**src/design/shell_command_line_tokenizer_assert.svh**
```systemverilog
// Assertion macros used by the tokenizer top level.
`ifndef SHELL_COMMAND_LINE_TOKENIZER_ASSERT_SVH
`define SHELL_COMMAND_LINE_TOKENIZER_ASSERT_SVH

`ifndef SYNTHESIS

// Checks a property at every rising clock edge outside reset.
`define SCTOK_ASSERT(lbl, prop, msg) \
  lbl: assert property (@(posedge clk_i) disable iff (!rst_ni) (prop)) else $error(msg);

// Checks that a condition never holds at a rising clock edge outside reset.
`define SCTOK_ASSERT_NEVER(lbl, expr, msg) \
  lbl: assert property (@(posedge clk_i) disable iff (!rst_ni) !(expr)) else $error(msg);

`else

`define SCTOK_ASSERT(lbl, prop, msg)
`define SCTOK_ASSERT_NEVER(lbl, expr, msg)

`endif

`endif

```
**src/design/sctok_pkg.sv**
```systemverilog
// Types, constants and character codes shared by the tokenizer modules.
package sctok_pkg;

  // Saturation point of the character position and the bracket depth limit.
  localparam int unsigned MaxLineLength = 65535;
  localparam int unsigned MaxDepth      = 255;

  localparam int unsigned PosW      = $clog2(MaxLineLength + 1);
  localparam int unsigned DepthW    = $clog2(MaxDepth + 1);
  localparam int unsigned CharW     = 8;
  localparam int unsigned TokStartW = 16;

  // Item kinds carried in the input tuser bit.
  localparam logic ModeChar = 1'b0;
  localparam logic ModeEol  = 1'b1;

  // Character codes with a special meaning.
  localparam logic [CharW-1:0] ChNewline = 8'h0A;
  localparam logic [CharW-1:0] ChTab     = 8'h09;
  localparam logic [CharW-1:0] ChSpace   = 8'h20;
  localparam logic [CharW-1:0] ChSemi    = 8'h3B;
  localparam logic [CharW-1:0] ChDquote  = 8'h22;
  localparam logic [CharW-1:0] ChSquote  = 8'h27;
  localparam logic [CharW-1:0] ChOpen    = 8'h28;
  localparam logic [CharW-1:0] ChClose   = 8'h29;

  // Tokenizer state carried from one character to the next.
  typedef struct packed {
    logic [DepthW-1:0] depth;
    logic              in_dquote;
    logic              in_squote;
    logic              token_pending;
    logic              command_pending;
    logic [PosW-1:0]   start_pos;
    logic [PosW-1:0]   char_pos;
    logic              failed;
  } state_t;

  // One result beat.
  typedef struct packed {
    logic                 error;
    logic                 line_end;
    logic                 command_done;
    logic [TokStartW-1:0] token_start;
    logic                 token_done;
    logic [CharW-1:0]     append_char;
    logic                 append_valid;
  } result_t;

endpackage

```
**src/design/sctok_step.sv**
```systemverilog
// Next-state and result logic for one tokenizer item.
module sctok_step (
  input  sctok_pkg::state_t               state_i,
  input  logic                            mode_i,
  input  logic [sctok_pkg::CharW-1:0]     char_i,
  output sctok_pkg::state_t               state_o,
  output sctok_pkg::result_t              result_o
);

  logic                          nested;
  logic                          app;
  logic                          sep;
  logic [sctok_pkg::PosW-1:0]    new_start;

  // Position after this character, held at the saturation point.
  assign new_start = (state_i.char_pos == sctok_pkg::PosW'(sctok_pkg::MaxLineLength)) ?
                     state_i.char_pos : state_i.char_pos + sctok_pkg::PosW'(1);

  assign nested = (state_i.depth != '0) || state_i.in_dquote || state_i.in_squote;

  always_comb begin
    state_o  = state_i;
    result_o = '0;
    app      = 1'b0;
    sep      = 1'b0;
    if (mode_i == sctok_pkg::ModeEol) begin
      // End of line flushes the pending token and command, then clears everything.
      result_o.line_end = 1'b1;
      if (!state_i.failed) begin
        if (state_i.token_pending) begin
          result_o.token_done  = 1'b1;
          result_o.token_start = sctok_pkg::TokStartW'(state_i.start_pos);
        end
        result_o.command_done = state_i.command_pending || state_i.token_pending;
      end
      result_o.error = state_i.failed;
      state_o        = '0;
    end else if (!state_i.failed) begin
      unique case (char_i)
        sctok_pkg::ChNewline, sctok_pkg::ChSemi: begin
          if (nested) begin
            app = 1'b1;
          end else if (state_i.token_pending || state_i.command_pending) begin
            if (state_i.token_pending) begin
              result_o.token_done  = 1'b1;
              result_o.token_start = sctok_pkg::TokStartW'(state_i.start_pos);
              state_o.token_pending = 1'b0;
            end
            result_o.command_done   = 1'b1;
            state_o.command_pending = 1'b0;
            state_o.start_pos       = new_start;
          end
        end
        sctok_pkg::ChSpace, sctok_pkg::ChTab: begin
          if (nested) begin
            app = 1'b1;
          end else begin
            if (state_i.token_pending) begin
              result_o.token_done     = 1'b1;
              result_o.token_start    = sctok_pkg::TokStartW'(state_i.start_pos);
              state_o.token_pending   = 1'b0;
              state_o.command_pending = 1'b1;
            end
            state_o.start_pos = new_start;
          end
        end
        sctok_pkg::ChDquote: begin
          if (!state_i.in_squote) begin
            state_o.in_dquote = !state_i.in_dquote;
          end
          app = (state_i.depth != '0) || state_i.in_squote;
        end
        sctok_pkg::ChSquote: begin
          if (!state_i.in_dquote) begin
            state_o.in_squote = !state_i.in_squote;
          end
          app = (state_i.depth != '0) || state_i.in_dquote;
        end
        sctok_pkg::ChOpen: begin
          if (state_i.depth == sctok_pkg::DepthW'(sctok_pkg::MaxDepth)) begin
            state_o.failed = 1'b1;
            sep            = 1'b1;
          end else begin
            state_o.depth = state_i.depth + sctok_pkg::DepthW'(1);
            app           = 1'b1;
          end
        end
        sctok_pkg::ChClose: begin
          if (state_i.depth == '0) begin
            state_o.failed = 1'b1;
            sep            = 1'b1;
          end else begin
            state_o.depth = state_i.depth - sctok_pkg::DepthW'(1);
            app           = 1'b1;
          end
        end
        default: begin
          app = 1'b1;
        end
      endcase
      // A failing character neither appends nor advances the position.
      if (!sep) begin
        if (app) begin
          state_o.token_pending = 1'b1;
        end
        state_o.char_pos = new_start;
      end
      result_o.error = state_o.failed;
    end else begin
      // The line has failed: characters are dropped until end of line.
      result_o.error = 1'b1;
    end
    result_o.append_valid = app;
    result_o.append_char  = app ? char_i : '0;
  end

endmodule

```
**src/design/shell_command_line_tokenizer.sv**
```systemverilog
// Top level of the shell command line tokenizer with its stream ports.
//
//   Channel  Dir  tdata                           tuser / tlast
//   s_axis   in   [7:0] char_code                 tuser[0] mode
//   m_axis   out  [7:0] append_char,              tuser[0] append_valid, [1] token_done,
//                 [23:8] token_start              [2] command_done, [3] error; tlast line_end
//
// One beat per cycle in both directions unless the output stalls; each input beat yields one output beat.
// Each beat passes an input register, then the tokenizer state update, which
// loads the output register in the same cycle as it updates the state.
// rst_ni clears the tokenizer state and both stage valids asynchronously.
// A stalled output holds its beat; the input register still takes a new beat
// whenever the output register is free or being drained that cycle.
`include "shell_command_line_tokenizer_assert.svh"

module shell_command_line_tokenizer (
  input  logic        clk_i,
  input  logic        rst_ni,
  input  logic        s_axis_tvalid,
  output logic        s_axis_tready,
  input  logic [7:0]  s_axis_tdata,   // [7:0] char_code
  input  logic        s_axis_tuser,   // [0] mode
  output logic        m_axis_tvalid,
  input  logic        m_axis_tready,
  output logic [23:0] m_axis_tdata,   // [7:0] append_char, [23:8] token_start
  output logic [3:0]  m_axis_tuser,   // [0] append_valid, [1] token_done,
                                      // [2] command_done, [3] error
  output logic        m_axis_tlast    // line_end
);

  logic                          in_valid_q;
  logic                          in_mode_q;
  logic [sctok_pkg::CharW-1:0]   in_char_q;
  logic                          out_valid_q;
  sctok_pkg::result_t            out_res_q;
  sctok_pkg::result_t            res_d;
  sctok_pkg::state_t             st_q;
  sctok_pkg::state_t             st_d;
  logic                          advance;
  logic                          in_accept;

  // The buffered item moves on when the output register is empty or drained.
  assign advance       = in_valid_q && (!out_valid_q || m_axis_tready);
  assign s_axis_tready = !in_valid_q || advance;
  assign in_accept     = s_axis_tvalid && s_axis_tready;

  sctok_step u_step (
    .state_i  (st_q),
    .mode_i   (in_mode_q),
    .char_i   (in_char_q),
    .state_o  (st_d),
    .result_o (res_d)
  );

  // Stage valids and tokenizer state.
  always_ff @(posedge clk_i or negedge rst_ni) begin
    if (!rst_ni) begin
      in_valid_q  <= 1'b0;
      out_valid_q <= 1'b0;
      st_q        <= '0;
    end else begin
      if (in_accept) begin
        in_valid_q <= 1'b1;
      end else if (advance) begin
        in_valid_q <= 1'b0;
      end
      if (advance) begin
        out_valid_q <= 1'b1;
        st_q        <= st_d;
      end else if (m_axis_tready) begin
        out_valid_q <= 1'b0;
      end
    end
  end

  // Payload registers.
  always_ff @(posedge clk_i) begin
    if (in_accept) begin
      in_mode_q <= s_axis_tuser;
      in_char_q <= s_axis_tdata;
    end
    if (advance) begin
      out_res_q <= res_d;
    end
  end

  assign m_axis_tvalid = out_valid_q;
  assign m_axis_tdata  = {out_res_q.token_start, out_res_q.append_char};
  assign m_axis_tuser  = {out_res_q.error, out_res_q.command_done,
                          out_res_q.token_done, out_res_q.append_valid};
  assign m_axis_tlast  = out_res_q.line_end;

  // An end of line item leaves the tokenizer in its reset state.
  `SCTOK_ASSERT(a_eol_clears, advance && (in_mode_q == sctok_pkg::ModeEol) |=> (st_q == '0), "state not cleared after end of line")
  // A failed line never appends a character.
  `SCTOK_ASSERT_NEVER(a_fail_no_append, out_valid_q && out_res_q.error && !out_res_q.line_end && out_res_q.append_valid, "append on a failed line")
  // A character that closes a command is never appended to a token.
  `SCTOK_ASSERT_NEVER(a_cmd_no_append, out_valid_q && out_res_q.command_done && out_res_q.append_valid, "append with command close")
  // A buffered item that cannot move on stays buffered.
  `SCTOK_ASSERT(a_in_hold, in_valid_q && !advance |=> in_valid_q, "buffered item lost")

endmodule

```
**config.mk**
```make
export PLATFORM = sky130hd
export DESIGN_NAME = shell_command_line_tokenizer
export DESIGN_NICKNAME = d
export VERILOG_FILES = /design/src/design/sctok_pkg.sv /design/src/design/sctok_step.sv /design/src/design/shell_command_line_tokenizer.sv
export VERILOG_INCLUDE_DIRS = /design/src /design/src/design
export SDC_FILE = /design/constraint.sdc
export NUM_CORES = 1
export LEC_CHECK = 0
export BUFFER_PORTS_ARGS = -buffer_cell sky130_fd_sc_hd__buf_4
export CAP_MARGIN = 20
export CORE_MARGIN = 4
export CORE_UTILIZATION = 45
export DETAILED_ROUTE_END_ITERATION = 6
export PLACE_DENSITY_LB_ADDON = 0.12
export SETUP_SLACK_MARGIN = 0.05
export SKIP_LAST_GASP = 1
export SLEW_MARGIN = 15
export SYNTH_ARGS = -nofsm -noshare
export SYNTH_HDL_FRONTEND = slang
export SYNTH_HIERARCHICAL = 1
export SYNTH_SLANG_ARGS = --single-unit
```
**constraint.sdc**
```tcl
create_clock -name clk_i -period 7 [get_ports clk_i]
set_input_delay 0.35 -clock clk_i [delete_from_list [all_inputs] [get_ports clk_i]]
set_output_delay 0.35 -clock clk_i [all_outputs]
set_load 0.05 [all_outputs]
```
==> results.yml <==
setup_path:
  critPathLaunchType: "flip-flop"
  crit_path_end_kind: "flip-flop"
  worstPathRequired_ns: 7.06
  path_class: "reg2reg"
  critPathMaxFanout: 10
  critPathArrivalTime_ns: 3.35
logic_synthesis:
  syn_inst: 457
  ys_ff_latch: 85
  ys_top_cells_by_count: "dfrtp_1, mux2_4, edfxtp_1"
  synth_area_per_cell_um2: 11.1
  yosysMostFrequentCell: "dfrtp_1"
  synth_edf_count: 38
  synth_ff_type: "dfrtp_1"
  synth_fp_nets: 473
  synth.top_cell.area_share_pct: 23.2
  yosysTopAreaCell: "dfrtp_1"
  yosysWarningCount: 6
  yosysUniqueCellTypes: 69
  synth.yosys.seq_area_share_pct: 45.8
  synth_area_um2: 5060
  async_reset_ff_share_pct: 55.3
  synthTopCellsByArea: "dfrtp_1, edfxtp_1, mux2_4"
timing:
  whs_ns: 0.0271
  report.final.slew_viol_count: 0
  rsz0062_at_grt: "no"
  final.period_utilization_pct: 47.0
  setup_ws_ns: 3.71
  hold_viol: 0
  tightest_slew_ns: 1.03
  final.min_clock_period_ns: 3.29
  fmax_mhz: 304
  setup_viol: 0
  setup_tns_ns: 0
  fin_skew_ns: 0.00981
  relSlewSlack_pct: 31.5
clocking:
  cts.sinks: 85
  clockRootBuffer: "clkbuf_16"
  postCtsHoldBufs: 0
  clkLatencyLatePin_ns: 0.34
  post_cts_buffers: 0
  htree_levels: 3
  cts_resized: 0
  cts_made_buffers: 9
  cts_tree: "built"
  clock_path_buffers: 2
  cts.clk_slew.worst_paths_ns: 0.06
grt:
  grt_pass1_wl_um: 17900
  grt_max_degree: 48
  overflow: 0
  antenna_found_initial: 0
  grt_usage_pct: 17.1
  grt_pass1_vias: 3535
routing:
  vias_per_cell: 5.90
  drc: 0
  drt-total-wl_um: 10800
  vias: 3730
  dr.pass1.iters: 5
  drt_iter0_drc: 256
  ant_nets: 0
  wire_per_inst_um: 17.1
placement:
  dpl.hpwl_um: 7270
  place_ws_ns: 3.75
  io_buffers: 43
  gp_congestion: 0.849
layout:
  diodes: 0
  area_growth_pct: 13.2
  nFillCells: 965
  finalNetCount: 503
  multi_input_area_um2: 2560
  drive_above_1_share_pct: 24.6
  seq_area_um2: 2320
die:
  rows: 38
  fp.dieW_um: 114
  die_h_um: 114
  core_area_um2: 10900
  start_util_pct: 46.3
  die_area_um2: 13000
  ios: 44
run:
  cap_violations: 0
power:
  powerDensity_nw_per_um2: 217
  ir_drop_uv: 152
  p_leak_nw: 2.38
  total_power_w: 0.00124
outcome:
  status: "completed"
worst_hold_path:
  hold_path.class: "in2async"
[kinds of logic (layout without fill, tap and decap cells)]
logic type / Yosys count / count (layout) / share of synthesized area (%)
AOI/OAI and AO/OA: 114 / 114 / 16.5
buffers and inverters: 36 / 71 / 3.75
muxes: 50 / 50 / 13.9
adders and majority gates: 3 / 3 / 0.741
and+or+nand+nor: 158 / 158 / 17.4
DFF: 85 / 85 / 45.8
xor gates and xnor gates: 11 / 11 / 1.90
[worst paths after layout]
kind | startpoint | slack [ns] | cells past startpoint | to
hold reg to reg | st_q[27]$_DFFE_PN0P_ | 0.54 | 1 | st_q[27]$_DFFE_PN0P_
max in group asynchronous | rst_ni | 6.54 | 1 | st_q[32]$_DFFE_PN0P_
min in group clk_i | s_axis_tdata[4] | 0.19 | 1 | in_char_q[4]$_DFFE_PP_
setup reg to reg | st_q[37]$_DFFE_PN0P_ | 3.71 | 7 | m_axis_tuser[0]$_DFFE_PP_
hold / removal | rst_ni | 0.03 | 1 | st_q[39]$_DFFE_PN0P_
setup / recovery | st_q[37]$_DFFE_PN0P_ | 3.71 | 7 | m_axis_tuser[0]$_DFFE_PP_
[state kept, by name (all words and copies together), names as in the netlist]
name	count
in_char_q	8
in_mode_q	1
in_valid_q	1
m_axis_tdata	24
m_axis_tlast	1
m_axis_tuser	4
m_axis_tvalid	1
st_q	45
[cells in the final DEF (no fill, tap or decap), types with 3 or more instances in the layout]
cell type	n
mux2_4	39
or4_1	5
ha_1	3
a21oi_1	20
and3_1	10
or2_2	5
a22o_1	9
o2111ai_1	3
o31ai_1	3
dfrtp_1	47
edfxtp_1	38
nor4_1	7
mux2i_1	4
o211a_1	3
clkbuf_16	9
nor3b_1	3
nor2_1	27
nor3_1	12
mux2_2	6
inv_1	10
or3_1	8
nand2_1	22
clkinvlp_4	3
xnor2_1	7
nand3_1	14
o2bb2ai_1	11
buf_4	45
xor2_1	4
and2_1	21
nand2b_1	5
a31oi_1	6
o21ai_0	26
nand4_1	5
o211ai_1	7
[cell type report]
cell class	instances	share of cell area, %
timing repair buffer	45	5.89
clock buffer	10	4.17
tap	140	3.05
sequential	85	40.4
multi-input combinational	336	44.6
inverter	10	0.655
clock inverter	6	1.22
[stage by stage]
step                cell area (um^2)  instances  util (%)
floorplan                       5060        457         -
global route                    5730        632      52.4
detailed placement              5430        616      49.6
finish                          5730        632      52.4
global placement                5430        616      49.6
CTS                             5730        632      52.4
[power breakdown]
part | internal [W] | switching (W) | total, W | leakage (nW)
registers | 0.000550 | 0.0000252 | 0.000575 | 1.02
logic | 0.0000648 | 0.000115 | 0.000179 | 1.22
clock network | 0.000289 | 0.000202 | 0.000491 | 0.142
total | 0.000903 | 0.000342 | 0.00124 | 2.38
[per-layer routing]
| metal | wire [um] | global-route usage, % |
|---|---|---|
| met5 | 0 | 0 |
| met4 | 108 | 5.46 |
| met3 | 560 | 3.17 |
| met2 | 4820 | 25.8 |
| met1 | 5320 | 24.9 |
[worst max-delay path: stages (launching register included)]
cell,delay [ns]
dfrtp_1,0.45
inv_1,0.09
ha_1,0.19
or4b_1,0.64
o311ai_2,0.80
o21ai_1,0.22
a211oi_2,0.51
nor3_1,0.11
No activity file was read; power rests on OpenSTA's default activity.
